===== src/sv/oeas_pkg.sv =====
// Shared widths, constants and unit request/response types for the one-euro smoother.
`timescale 1ns / 1ps
package oeas_pkg;

  localparam int unsigned RegW     = 24;
  localparam int unsigned MulAW    = 32;
  localparam int unsigned MulBW    = 24;
  localparam int unsigned ProdW    = MulAW + MulBW;
  localparam int unsigned MulCntW  = 5;
  localparam int unsigned DivRemW  = 41;
  localparam int unsigned DivLowW  = 32;
  localparam int unsigned DivCntW  = 6;

  // 2*pi with 24 fraction bits, and one million with 8 fraction bits.
  localparam logic [31:0] TwoPiQ24   = 32'd105414357;
  localparam logic [31:0] UsecRateQ8 = 32'd256000000;

  typedef enum logic [1:0] {
    CFG_RATE   = 2'd0,
    CFG_MINCUT = 2'd1,
    CFG_BETA   = 2'd2,
    CFG_DCUT   = 2'd3
  } cfg_idx_e;

  typedef struct packed {
    logic               start;
    logic [MulAW-1:0]   a;
    logic [MulBW-1:0]   b;
  } mul_req_t;

  typedef struct packed {
    logic               busy;
    logic               done;
    logic [ProdW-1:0]   prod;
  } mul_rsp_t;

  typedef struct packed {
    logic               start;
    logic [DivRemW-1:0] rem;
    logic [DivLowW-1:0] low;
    logic [DivRemW-1:0] den;
    logic [DivCntW-1:0] steps;
  } div_req_t;

  typedef struct packed {
    logic               busy;
    logic               done;
    logic [DivLowW-1:0] quot;
  } div_rsp_t;

endpackage


===== src/sv/oeas_in_if.sv =====
// Input channel carrying one sample and its optional timestamp.
`timescale 1ns / 1ps
interface oeas_in_if;
  logic               valid;
  logic               ready;
  logic signed [15:0] sample;
  logic [31:0]        stamp_us;
  logic               stamp_valid;

  modport source (output valid, sample, stamp_us, stamp_valid, input ready);
  modport sink   (input valid, sample, stamp_us, stamp_valid, output ready);
endinterface


===== src/sv/oeas_out_if.sv =====
// Output channel carrying one smoothed value.
`timescale 1ns / 1ps
interface oeas_out_if;
  logic               valid;
  logic               ready;
  logic signed [23:0] smoothed;

  modport source (output valid, smoothed, input ready);
  modport sink   (input valid, smoothed, output ready);
endinterface


===== src/sv/one_euro_adaptive_smoother.sv =====
// Top level of the one-euro adaptive smoother: sequencer, state and shared serial units.
//
//   channel   direction  transfer contents
//   in_ch     sink       sample, stamp_us, stamp_valid
//   out_ch    source     smoothed (Q.8)
//   cfg       write      cfg_we_i, cfg_idx_i, cfg_data_i
//
// An item runs at most a 32-step rate division, the derivative
// multiply, two alpha computations (multiply and 17-step division) with their blend
// multiplies, and the cutoff multiply, all run one bit per cycle on a single
// shift-add multiplier and a single restoring divider. Reset is asynchronous and
// active low and restores the register defaults. A result waiting on a stalled
// out_ch does not block the next input transfer; only finishing the next item waits.
`timescale 1ns / 1ps
module one_euro_adaptive_smoother (
  input  logic        clk_i,
  input  logic        rst_ni,
  oeas_in_if.sink     in_ch,
  oeas_out_if.source  out_ch,
  input  logic        cfg_we_i,
  input  logic [1:0]  cfg_idx_i,
  input  logic [23:0] cfg_data_i
);

  typedef enum logic [8:0] {
    S_IDLE = 9'b000000001,
    S_RATE = 9'b000000010,
    S_DMUL = 9'b000000100,
    S_DFIL = 9'b000001000,
    S_WMUL = 9'b000010000,
    S_ADIV = 9'b000100000,
    S_BMUL = 9'b001000000,
    S_CMUL = 9'b010000000,
    S_OUT  = 9'b100000000
  } state_e;

  state_e             state_q;
  logic               go_q;
  logic               stage_q;     // low for the derivative filter, high for the value filter
  logic [23:0]        min_cut_q;
  logic [23:0]        beta_q;
  logic [23:0]        dcut_q;
  logic [23:0]        cur_rate_q;
  logic [31:0]        prev_stamp_q;
  logic               prev_sv_q;
  logic               vprim_q;
  logic [23:0]        vstate_q;
  logic               dprim_q;
  logic [31:0]        dstate_q;
  logic [23:0]        x_q;
  logic [31:0]        dt_q;
  logic [31:0]        d_q;
  logic [23:0]        fc_q;
  logic [34:0]        w_q;
  logic [40:0]        den_q;
  logic [16:0]        alpha_q;
  logic [31:0]        bmag_q;
  logic               bneg_q;
  logic               out_valid_q;
  logic [23:0]        out_data_q;

  oeas_pkg::mul_req_t mul_req;
  oeas_pkg::mul_rsp_t mul_rsp;
  oeas_pkg::div_req_t div_req;
  oeas_pkg::div_rsp_t div_rsp;

  logic [23:0]        rate_eff;
  logic [31:0]        dt_new;
  logic               upd;
  logic [24:0]        diffx;
  logic               dneg;
  logic [24:0]        dmag;
  logic [31:0]        dsmag;
  logic [55:0]        dround;
  logic [30:0]        dq31;
  logic [31:0]        dval;
  logic [32:0]        s_ext;
  logic [32:0]        v_ext;
  logic [32:0]        bdiff;
  logic [32:0]        babs;
  logic [55:0]        bsum;
  logic [32:0]        bq;
  logic [32:0]        bnew;
  logic [47:0]        csum;
  logic [23:0]        csat;
  logic [23:0]        rsat;
  logic [34:0]        w_new;
  logic [40:0]        den_new;
  logic [51:0]        numer;

  // A rate register written as zero acts as one.
  assign rate_eff = (cur_rate_q == 24'd0) ? 24'd1 : cur_rate_q;

  // Timestamp bookkeeping: dt wraps modulo 2^32, and equal stamps keep the rate.
  assign dt_new = in_ch.stamp_us - prev_stamp_q;
  assign upd    = in_ch.stamp_valid && prev_sv_q && (dt_new != 32'd0);

  // Rounded 1e6/dt in Q.8, held within the 24-bit register range and at least one.
  assign rsat = (div_rsp.quot[31:24] != 8'd0) ? 24'hFFFFFF :
                ((div_rsp.quot[23:0] == 24'd0) ? 24'd1 : div_rsp.quot[23:0]);

  // Raw derivative: (x - last output) * rate / 256, rounded away from zero, saturated.
  assign diffx  = {x_q[23], x_q} - {vstate_q[23], vstate_q};
  assign dneg   = diffx[24];
  assign dmag   = dneg ? (25'd0 - diffx) : diffx;
  assign dround = mul_rsp.prod + 56'd128;
  assign dq31   = (|dround[55:39]) ? 31'h7FFFFFFF : dround[38:8];
  assign dval   = dneg ? (32'd0 - {1'b0, dq31}) : {1'b0, dq31};

  // Magnitude of the smoothed derivative drives the adaptive cutoff.
  assign dsmag = dstate_q[31] ? (32'd0 - dstate_q) : dstate_q;
  assign csum  = {24'd0, min_cut_q} + {1'b0, mul_rsp.prod[54:8]};
  assign csat  = (|csum[47:24]) ? 24'hFFFFFF : csum[23:0];

  // Blend operands: the state being filtered and the new value it moves toward.
  always_comb begin
    if (stage_q) begin
      s_ext = {{9{vstate_q[23]}}, vstate_q};
      v_ext = {{9{x_q[23]}}, x_q};
    end else begin
      s_ext = {dstate_q[31], dstate_q};
      v_ext = {d_q[31], d_q};
    end
  end

  assign bdiff = v_ext - s_ext;
  assign babs  = bdiff[32] ? (33'd0 - bdiff) : bdiff;
  assign bsum  = mul_rsp.prod + 56'd32768;
  assign bq    = bsum[48:16];
  assign bnew  = bneg_q ? (s_ext - bq) : (s_ext + bq);

  // Alpha = w / (w + rate) with w = 2*pi*fc; the quotient never exceeds 2^16.
  assign w_new   = mul_rsp.prod[50:16];
  assign den_new = {6'd0, w_new} + {1'b0, rate_eff, 16'd0};
  assign numer   = {1'b0, w_q, 16'd0} + {12'd0, den_q[40:1]};

  always_comb begin
    mul_req       = '0;
    mul_req.start = go_q && ((state_q == S_DMUL) || (state_q == S_WMUL) ||
                             (state_q == S_BMUL) || (state_q == S_CMUL));
    case (state_q)
      S_DMUL: begin
        mul_req.a = {7'd0, dmag};
        mul_req.b = rate_eff;
      end
      S_WMUL: begin
        mul_req.a = oeas_pkg::TwoPiQ24;
        mul_req.b = fc_q;
      end
      S_BMUL: begin
        mul_req.a = bmag_q;
        mul_req.b = {7'd0, alpha_q};
      end
      S_CMUL: begin
        mul_req.a = dsmag;
        mul_req.b = beta_q;
      end
      default: begin
        mul_req.a = '0;
        mul_req.b = '0;
      end
    endcase
  end

  always_comb begin
    div_req       = '0;
    div_req.start = go_q && ((state_q == S_RATE) || (state_q == S_ADIV));
    case (state_q)
      S_RATE: begin
        div_req.rem   = '0;
        div_req.low   = oeas_pkg::UsecRateQ8 + {1'b0, dt_q[31:1]};
        div_req.den   = {9'd0, dt_q};
        div_req.steps = 6'd32;
      end
      S_ADIV: begin
        div_req.rem   = {6'd0, numer[51:17]};
        div_req.low   = {numer[16:0], 15'd0};
        div_req.den   = den_q;
        div_req.steps = 6'd17;
      end
      default: begin
        div_req.rem   = '0;
        div_req.low   = '0;
        div_req.den   = '0;
        div_req.steps = '0;
      end
    endcase
  end

  oeas_mul u_mul (
    .clk_i  (clk_i),
    .rst_ni (rst_ni),
    .req_i  (mul_req),
    .rsp_o  (mul_rsp)
  );

  oeas_div u_div (
    .clk_i  (clk_i),
    .rst_ni (rst_ni),
    .req_i  (div_req),
    .rsp_o  (div_rsp)
  );

  // Sequencer. Each unit state starts its unit in the cycle after entry (go_q high)
  // and moves on when the unit reports done.
  always_ff @(posedge clk_i or negedge rst_ni) begin
    if (!rst_ni) begin
      state_q      <= S_IDLE;
      go_q         <= 1'b0;
      stage_q      <= 1'b0;
      min_cut_q    <= 24'd65536;
      beta_q       <= 24'd459;
      dcut_q       <= 24'd65536;
      cur_rate_q   <= 24'd30720;
      prev_stamp_q <= '0;
      prev_sv_q    <= 1'b0;
      vprim_q      <= 1'b0;
      vstate_q     <= '0;
      dprim_q      <= 1'b0;
      dstate_q     <= '0;
      x_q          <= '0;
      dt_q         <= '0;
      d_q          <= '0;
      fc_q         <= '0;
      w_q          <= '0;
      den_q        <= '0;
      alpha_q      <= '0;
      bmag_q       <= '0;
      bneg_q       <= 1'b0;
      out_valid_q  <= 1'b0;
      out_data_q   <= '0;
    end else begin
      go_q <= 1'b0;

      if (cfg_we_i) begin
        case (cfg_idx_i)
          oeas_pkg::CFG_RATE:   cur_rate_q <= cfg_data_i;
          oeas_pkg::CFG_MINCUT: min_cut_q  <= cfg_data_i;
          oeas_pkg::CFG_BETA:   beta_q     <= cfg_data_i;
          oeas_pkg::CFG_DCUT:   dcut_q     <= cfg_data_i;
          default: ;
        endcase
      end

      if (out_valid_q && out_ch.ready) begin
        out_valid_q <= 1'b0;
      end

      case (state_q)
        S_IDLE: begin
          if (in_ch.valid) begin
            x_q          <= {in_ch.sample, 8'd0};
            dt_q         <= dt_new;
            prev_stamp_q <= in_ch.stamp_us;
            prev_sv_q    <= in_ch.stamp_valid;
            if (upd) begin
              state_q <= S_RATE;
              go_q    <= 1'b1;
            end else if (vprim_q) begin
              state_q <= S_DMUL;
              go_q    <= 1'b1;
            end else begin
              d_q     <= '0;
              state_q <= S_DFIL;
            end
          end
        end
        S_RATE: begin
          if (div_rsp.done) begin
            cur_rate_q <= rsat;
            if (vprim_q) begin
              state_q <= S_DMUL;
              go_q    <= 1'b1;
            end else begin
              d_q     <= '0;
              state_q <= S_DFIL;
            end
          end
        end
        S_DMUL: begin
          if (mul_rsp.done) begin
            d_q     <= dval;
            state_q <= S_DFIL;
          end
        end
        S_DFIL: begin
          if (dprim_q) begin
            stage_q <= 1'b0;
            fc_q    <= dcut_q;
            state_q <= S_WMUL;
          end else begin
            dstate_q <= d_q;
            dprim_q  <= 1'b1;
            state_q  <= S_CMUL;
          end
          go_q <= 1'b1;
        end
        S_WMUL: begin
          if (go_q) begin
            bmag_q <= babs[31:0];
            bneg_q <= bdiff[32];
          end
          if (mul_rsp.done) begin
            w_q     <= w_new;
            den_q   <= den_new;
            state_q <= S_ADIV;
            go_q    <= 1'b1;
          end
        end
        S_ADIV: begin
          if (div_rsp.done) begin
            alpha_q <= div_rsp.quot[16:0];
            state_q <= S_BMUL;
            go_q    <= 1'b1;
          end
        end
        S_BMUL: begin
          if (mul_rsp.done) begin
            if (stage_q) begin
              vstate_q <= bnew[23:0];
              state_q  <= S_OUT;
            end else begin
              dstate_q <= bnew[31:0];
              state_q  <= S_CMUL;
              go_q     <= 1'b1;
            end
          end
        end
        S_CMUL: begin
          if (mul_rsp.done) begin
            fc_q <= csat;
            if (vprim_q) begin
              stage_q <= 1'b1;
              state_q <= S_WMUL;
              go_q    <= 1'b1;
            end else begin
              vstate_q <= x_q;
              vprim_q  <= 1'b1;
              state_q  <= S_OUT;
            end
          end
        end
        S_OUT: begin
          // The output register is free or is being emptied in this cycle.
          if (!out_valid_q || out_ch.ready) begin
            out_valid_q <= 1'b1;
            out_data_q  <= vstate_q;
            state_q     <= S_IDLE;
          end
        end
        default: begin
          state_q <= S_IDLE;
        end
      endcase
    end
  end

  assign in_ch.ready     = (state_q == S_IDLE);
  assign out_ch.valid    = out_valid_q;
  assign out_ch.smoothed = out_data_q;

`ifndef ASSERT_OFF
  a_mul_start_idle: assert property (@(posedge clk_i) disable iff (!rst_ni)
    mul_req.start |-> !mul_rsp.busy)
    else $error("multiplier started while busy");

  a_div_start_idle: assert property (@(posedge clk_i) disable iff (!rst_ni)
    div_req.start |-> !div_rsp.busy)
    else $error("divider started while busy");

  a_units_quiet_in_idle: assert property (@(posedge clk_i) disable iff (!rst_ni)
    (state_q == S_IDLE) |-> (!mul_rsp.busy && !div_rsp.busy))
    else $error("serial unit busy while waiting for input");

  a_primed_sticks: assert property (@(posedge clk_i) disable iff (!rst_ni)
    !$fell(vprim_q) && !$fell(dprim_q))
    else $error("filter primed flag cleared outside reset");
`endif

endmodule


===== src/sv/oeas_mul.sv =====
// Bit-serial shift-add multiplier, one multiplier bit per cycle.
`timescale 1ns / 1ps
module oeas_mul (
  input  logic              clk_i,
  input  logic              rst_ni,
  input  oeas_pkg::mul_req_t req_i,
  output oeas_pkg::mul_rsp_t rsp_o
);

  logic                          busy_q;
  logic                          done_q;
  logic [oeas_pkg::MulCntW-1:0]  cnt_q;
  logic [oeas_pkg::MulAW-1:0]    a_q;
  logic [oeas_pkg::ProdW-1:0]    prod_q;
  logic [oeas_pkg::ProdW-1:0]    prod_d;
  logic [oeas_pkg::MulAW:0]      sum;

  // Add the multiplicand into the high half when the current low bit is set.
  assign sum = {1'b0, prod_q[oeas_pkg::ProdW-1:oeas_pkg::MulBW]}
             + (prod_q[0] ? {1'b0, a_q} : {(oeas_pkg::MulAW+1){1'b0}});
  assign prod_d = {sum, prod_q[oeas_pkg::MulBW-1:1]};

  always_ff @(posedge clk_i or negedge rst_ni) begin
    if (!rst_ni) begin
      busy_q <= 1'b0;
      done_q <= 1'b0;
      cnt_q  <= '0;
    end else begin
      done_q <= 1'b0;
      if (req_i.start) begin
        busy_q <= 1'b1;
        cnt_q  <= '0;
      end else if (busy_q) begin
        cnt_q <= cnt_q + 1'b1;
        if (cnt_q == oeas_pkg::MulCntW'(oeas_pkg::MulBW - 1)) begin
          busy_q <= 1'b0;
          done_q <= 1'b1;
        end
      end
    end
  end

  always_ff @(posedge clk_i) begin
    if (req_i.start) begin
      a_q    <= req_i.a;
      prod_q <= {{oeas_pkg::MulAW{1'b0}}, req_i.b};
    end else if (busy_q) begin
      prod_q <= prod_d;
    end
  end

  assign rsp_o.busy = busy_q;
  assign rsp_o.done = done_q;
  assign rsp_o.prod = prod_q;

endmodule


===== src/sv/oeas_div.sv =====
// Restoring divider, one quotient bit per cycle.
`timescale 1ns / 1ps
module oeas_div (
  input  logic              clk_i,
  input  logic              rst_ni,
  input  oeas_pkg::div_req_t req_i,
  output oeas_pkg::div_rsp_t rsp_o
);

  logic                          busy_q;
  logic                          done_q;
  logic [oeas_pkg::DivCntW-1:0]  cnt_q;
  logic [oeas_pkg::DivCntW-1:0]  steps_q;
  logic [oeas_pkg::DivRemW-1:0]  rem_q;
  logic [oeas_pkg::DivRemW-1:0]  den_q;
  logic [oeas_pkg::DivLowW-1:0]  low_q;
  logic [oeas_pkg::DivRemW:0]    shifted;
  logic [oeas_pkg::DivRemW:0]    diff;
  logic                          ge;

  // The remainder stays below the divisor, so its top bit is always clear.
  assign shifted = {rem_q, low_q[oeas_pkg::DivLowW-1]};
  assign diff    = shifted - {1'b0, den_q};
  assign ge      = (shifted >= {1'b0, den_q});

  always_ff @(posedge clk_i or negedge rst_ni) begin
    if (!rst_ni) begin
      busy_q <= 1'b0;
      done_q <= 1'b0;
      cnt_q  <= '0;
    end else begin
      done_q <= 1'b0;
      if (req_i.start) begin
        busy_q <= 1'b1;
        cnt_q  <= '0;
      end else if (busy_q) begin
        cnt_q <= cnt_q + 1'b1;
        if (cnt_q == steps_q - 1'b1) begin
          busy_q <= 1'b0;
          done_q <= 1'b1;
        end
      end
    end
  end

  always_ff @(posedge clk_i) begin
    if (req_i.start) begin
      rem_q   <= req_i.rem;
      low_q   <= req_i.low;
      den_q   <= req_i.den;
      steps_q <= req_i.steps;
    end else if (busy_q) begin
      rem_q <= ge ? diff[oeas_pkg::DivRemW-1:0] : shifted[oeas_pkg::DivRemW-1:0];
      low_q <= {low_q[oeas_pkg::DivLowW-2:0], ge};
    end
  end

  assign rsp_o.busy = busy_q;
  assign rsp_o.done = done_q;
  assign rsp_o.quot = low_q;

endmodule


===== src/flat_wrapper.sv =====
// flat-port wrapper written by rule: the top's interface ports become plain ports
module one_euro_adaptive_smoother_flat 
  (clk_i, rst_ni, cfg_we_i, cfg_idx_i, cfg_data_i, in_ch_valid, in_ch_sample, in_ch_stamp_us, in_ch_stamp_valid, in_ch_ready, out_ch_valid, out_ch_smoothed, out_ch_ready);
  oeas_in_if in_ch_i ();
  oeas_out_if out_ch_i ();
  input  logic clk_i;
  input  logic rst_ni;
  input  logic cfg_we_i;
  input  logic [1:0] cfg_idx_i;
  input  logic [23:0] cfg_data_i;
  input wire logic [$bits(in_ch_i.valid)-1:0] in_ch_valid;
  input wire logic [$bits(in_ch_i.sample)-1:0] in_ch_sample;
  input wire logic [$bits(in_ch_i.stamp_us)-1:0] in_ch_stamp_us;
  input wire logic [$bits(in_ch_i.stamp_valid)-1:0] in_ch_stamp_valid;
  output wire logic [$bits(in_ch_i.ready)-1:0] in_ch_ready;
  output wire logic [$bits(out_ch_i.valid)-1:0] out_ch_valid;
  output wire logic [$bits(out_ch_i.smoothed)-1:0] out_ch_smoothed;
  input wire logic [$bits(out_ch_i.ready)-1:0] out_ch_ready;
  assign in_ch_i.valid = in_ch_valid;
  assign in_ch_i.sample = in_ch_sample;
  assign in_ch_i.stamp_us = in_ch_stamp_us;
  assign in_ch_i.stamp_valid = in_ch_stamp_valid;
  assign in_ch_ready = in_ch_i.ready;
  assign out_ch_valid = out_ch_i.valid;
  assign out_ch_smoothed = out_ch_i.smoothed;
  assign out_ch_i.ready = out_ch_ready;
  one_euro_adaptive_smoother u_core (.clk_i(clk_i), .rst_ni(rst_ni), .in_ch(in_ch_i), .out_ch(out_ch_i), .cfg_we_i(cfg_we_i), .cfg_idx_i(cfg_idx_i), .cfg_data_i(cfg_data_i));
endmodule

===== config.mk =====
export PLATFORM = sky130hd
export DESIGN_NAME = one_euro_adaptive_smoother_flat
export DESIGN_NICKNAME = d
export VERILOG_FILES = /design/src/sv/oeas_pkg.sv /design/src/sv/oeas_in_if.sv /design/src/sv/oeas_out_if.sv /design/src/sv/one_euro_adaptive_smoother.sv /design/src/sv/oeas_mul.sv /design/src/sv/oeas_div.sv /design/src/flat_wrapper.sv
export SDC_FILE = /design/constraint.sdc
export NUM_CORES = 2
export LEC_CHECK = 0
export ABC_AREA = 1
export BUFFER_PORTS_ARGS = -buffer_cell sky130_fd_sc_hd__buf_4
export CELL_PAD_IN_SITES_DETAIL_PLACEMENT = 1
export CELL_PAD_IN_SITES_GLOBAL_PLACEMENT = 1
export CORE_ASPECT_RATIO = 0.9
export CORE_MARGIN = 1.5
export CORE_UTILIZATION = 35
export DETAILED_ROUTE_END_ITERATION = 10
export GPL_TIMING_DRIVEN = 0
export MAX_ROUTING_LAYER = met4
export PLACE_DENSITY_LB_ADDON = 0.12
export SKIP_LAST_GASP = 1
export SLEW_MARGIN = 20
export SYNTH_ARGS = -nofsm -noshare
export SYNTH_HDL_FRONTEND = slang
export SYNTH_HIERARCHICAL = 1
export SYNTH_SLANG_ARGS = --single-unit

===== constraint.sdc =====
create_clock -name clk_i -period 15.9 [get_ports clk_i]
set_input_delay 0.795 -clock clk_i [delete_from_list [all_inputs] [get_ports clk_i]]
set_output_delay 0.795 -clock clk_i [all_outputs]
set_load 0.01 [all_outputs]

==> impl_metrics.env <==
export IMPL_setup_reg_to_reg_worst_slack_ps=9660
export IMPL_number_of_cells_on_the_worst_hold_path=3
export IMPL_io_buffers=105
export IMPL_timing_clock_skew_ps=25.56
export IMPL_core_rowCount=134
export IMPL_cts_num_sinks=660
export IMPL_vias_per_cell=5.414
export IMPL_crit_chain="ha_1 > inv_2 > nor2_2 > nand2_2 > xor2_1 > nor4_1 > nand2_1 > inv_1 > nand3_1 > nor2_1 > a21oi_1 > a21oi_1 > xor2_1 > ha_1 > a21oi_1 > o21ai_0 > a221oi_1 > a21oi_1 > nor3_1 > o22ai_1"
export IMPL_path_clk_slew_ps=60
export IMPL_worstPathRequired_ps=16460
export IMPL_die_width_um=410.4
export IMPL_worst_skew_pair_late_latency_ps=730
export IMPL_stdcell_area_mm2=0.05876
export IMPL_synthesis_area_mm2=0.05229
export IMPL_ctsResizeCount=0
export IMPL_peakVddDrop_mv=0.1308
export IMPL_syn_avg_cell_area_um2=6.618
export IMPL_dp_hpwl_um=214300
export IMPL_timing_hold_worst_endpoint="u_core/x_q[15]$_DFFE_PN0P_"
export IMPL_p_leak_nw=29.05
export IMPL_r2r_end="u_core/dstate_q[27]$_DFFE_PN0P_"
export IMPL_cp_top_family="simple AND/OR/NAND/NOR gates"
export IMPL_number_of_global_route_vias_before_repair=54848
export IMPL_global_routing_met3_resource_utilization_pct=4.137
export IMPL_register_area_mm2=0.01725
export IMPL_route_vias_total=55004
export IMPL_arrival_ps=6800
export IMPL_number_of_setup_violations_in_the_final_report=0
export IMPL_tns_ps=0
export IMPL_finalHoldViolCount=0
export IMPL_ys_warn_count=6
export IMPL_grt_pass1_wl_um=373600
export IMPL_first_pass_iters=5
export IMPL_die_boundary_height_um=369.7
export IMPL_powerDensity_mw_per_mm2=201.8
export IMPL_design_final_nets=8460
export IMPL_timing_final_max_slew_violations=0
export IMPL_finalCriticalPeriod_ps=6243
export IMPL_max_cap_violations=0
export IMPL_cts_inserted_buffers=83
export IMPL_drc=0
export IMPL_startpoint_type="register"
export IMPL_antenna_found_initial=16
export IMPL_clockRootBuffer="sky130_fd_sc_hd__clkbuf_16"
export IMPL_cts_repair_timing_setup_buffer_count=0
export IMPL_overflow=0
export IMPL_ctsLongestPathBuffers=3
export IMPL_worstMarginPinSlew_ps=1318
export IMPL_post_route_cells_drive_above_1_share_pct=5.231
export IMPL_outcome="finished clean"
export IMPL_critPathKind="reg -> reg"
export IMPL_setup_worst_path_end_class="register"
export IMPL_achievable_frequency_mhz=160.2
export IMPL_dpl_cell_area_mm2=0.05585
export IMPL_maximum_number_of_pins_on_one_net_before_global_route_repair=96
export IMPL_gp_congestion=1.004
export IMPL_placeableCoreArea_mm2=0.1482
export IMPL_filler_cell_count=19242
export IMPL_top_usage_layer="met2"
export IMPL_cells_after_synth=7901
export IMPL_grt_setup_unrepaired="no"
export IMPL_worst_r2r_startpoint="u_core/u_mul/prod_q[16]$_DFFE_PP_"
export IMPL_fp_dieArea_mm2=0.1517
export IMPL_area_delta_synth_final_pct=12.39
export IMPL_detail_route_iter0_violations=4818
export IMPL_floorplan_io_pins=106
export IMPL_min_from="in_ch_sample[7]"
export IMPL_global_route_usage_total_pct=34.38
export IMPL_critical_path_max_fanout=7
export IMPL_drt_antenna_violating_nets=0
export IMPL_finalPower_mw=11.86
export IMPL_drt_wl_total_um=256500
export IMPL_initial_utilization_pct=35.28
export IMPL_r2r_worst_path_cells=20
export IMPL_hold_path_class="in -> reg"
export IMPL_max_transition_margin_pct=10.96
export IMPL_critical_path_n_buffers_inverters=2
export IMPL_timing_final_crit_share_pct=39.27
export IMPL_wire_per_inst_um=25.25
export IMPL_critical_path_max_stage_delay_ps=830
export IMPL_tritoncts="yes"
export IMPL_met1_usage_pct=48.36
export IMPL_grt_use_met2_pct=51.59
export IMPL_crit_path_frequent_cell="sky130_fd_sc_hd__a21oi_1"
export IMPL_htreeDepth=3
export IMPL_worst_path_max_delay_cell="sky130_fd_sc_hd__edfxtp_1"
export IMPL_multiInputGateArea_mm2=0.02994
cells in the final DEF (no fill, tap or decap), types with 32 or more instances in the layout:
master	instances
sky130_fd_sc_hd__clkbuf_16	83
sky130_fd_sc_hd__nor2_1	773
sky130_fd_sc_hd__xnor2_1	94
sky130_fd_sc_hd__nor3_1	101
sky130_fd_sc_hd__ha_1	261
sky130_fd_sc_hd__clkbuf_1	210
sky130_fd_sc_hd__xor2_1	206
sky130_fd_sc_hd__inv_1	1074
sky130_fd_sc_hd__o21ai_0	637
sky130_fd_sc_hd__dfrtp_1	439
sky130_fd_sc_hd__nand3b_1	49
sky130_fd_sc_hd__o22ai_1	57
sky130_fd_sc_hd__dfxtp_1	32
sky130_fd_sc_hd__nand2_1	2462
sky130_fd_sc_hd__nand4_1	119
sky130_fd_sc_hd__nand3_1	362
sky130_fd_sc_hd__a21oi_1	403
sky130_fd_sc_hd__edfxtp_1	176
sky130_fd_sc_hd__nor2_2	40
sky130_fd_sc_hd__buf_4	110
per-layer routing:
metal  part of all wire (%)  vias up  routed length [um]
met5                      0        -                   0
met4                    3.1        0                7936
met3                    5.9      318               15240
met2                     43     1566              111600
met1                     47    27220              121800
li1                       -    25900                   -
through the flow:
stage	hold slack, ps	util (%)	setup slack (ps)	std cells
CTS	217.5	39.63	10020	10153
detailed placement	468.2	37.68	10050	9996
global route	256.5	39.64	9330	10156
global placement	454.0	37.49	7703	9986
floorplan	441.7	-	10500	7909
finish	269.2	39.65	9657	10160
how the worst max path moves through the flow:
stage	start	end	slack [ps]	depth (start not counted)
final	u_core/u_mul/prod_q[16]$_DFFE_PP_	u_core/dstate_q[27]$_DFFE_PN0P_	9660	20
after global routing	u_core/u_mul/prod_q[16]$_DFFE_PP_	u_core/dstate_q[27]$_DFFE_PN0P_	9330	20
after CTS	u_core/u_mul/prod_q[16]$_DFFE_PP_	u_core/dstate_q[27]$_DFFE_PN0P_	10020	20
after detailed placement	u_core/u_mul/prod_q[16]$_DFFE_PP_	u_core/dstate_q[27]$_DFFE_PN0P_	10050	20
after global placement	u_core/state_q[0]$_DFFE_PN1P_	u_core/u_div/low_q[20]$_DFFE_PP_	7700	12
after floorplan	u_core/state_q[5]$_DFFE_PN0P_	u_core/u_div/low_q[0]$_DFFE_PP_	10500	11
cell type report:
cell class,instances,area share [%]
plain buffers,248,1.789
multi-input cells,5908,50.94
inverters,1093,6.986
flip-flops and latches,660,29.36
repair buffers,117,1.812
clock buffers,105,3.811
well taps,1972,4.199
diodes,6,0.02555
clock inverters,51,1.075
sequential cells by signal, summed over array words and instances, names as in the netlist, 35 cells and up:
signal / flops
u_core/w_q: 35
u_core/u_div/rem_q: 41
u_core/u_div/den_q: 41
u_core/u_mul/prod_q: 56
what timing repair did:
| action | in CTS | in global routing |
|---|---|---|
| hold buffers | 1 | 0 |
| endpoints found under the hold margin | 26 | 0 |
| endpoints found under the setup margin | 0 | 0 |
report_power, final:
part           total, mW  internal (mW)  switching (mW)
logic               7.12           2.03            5.08
registers           2.70           2.18           0.528
clock network       2.04           1.18           0.858
total               11.9           5.39            6.47
worst reg2reg max path: stages, from the launching register on:
cell and delay (ps):
sky130_fd_sc_hd__edfxtp_1 830, sky130_fd_sc_hd__ha_1 460, sky130_fd_sc_hd__inv_2 100, sky130_fd_sc_hd__nor2_2 180, sky130_fd_sc_hd__nand2_2 150, sky130_fd_sc_hd__xor2_1 240
sky130_fd_sc_hd__nor4_1 510, sky130_fd_sc_hd__nand2_1 150, sky130_fd_sc_hd__inv_1 90, sky130_fd_sc_hd__nand3_1 140, sky130_fd_sc_hd__nor2_1 230, sky130_fd_sc_hd__a21oi_1 160
sky130_fd_sc_hd__a21oi_1 180, sky130_fd_sc_hd__xor2_1 520, sky130_fd_sc_hd__ha_1 400, sky130_fd_sc_hd__a21oi_1 380, sky130_fd_sc_hd__o21ai_0 210, sky130_fd_sc_hd__a221oi_1 340
sky130_fd_sc_hd__a21oi_1 130, sky130_fd_sc_hd__nor3_1 510, sky130_fd_sc_hd__o22ai_1 180
No activity file was read; power rests on OpenSTA's default activity.
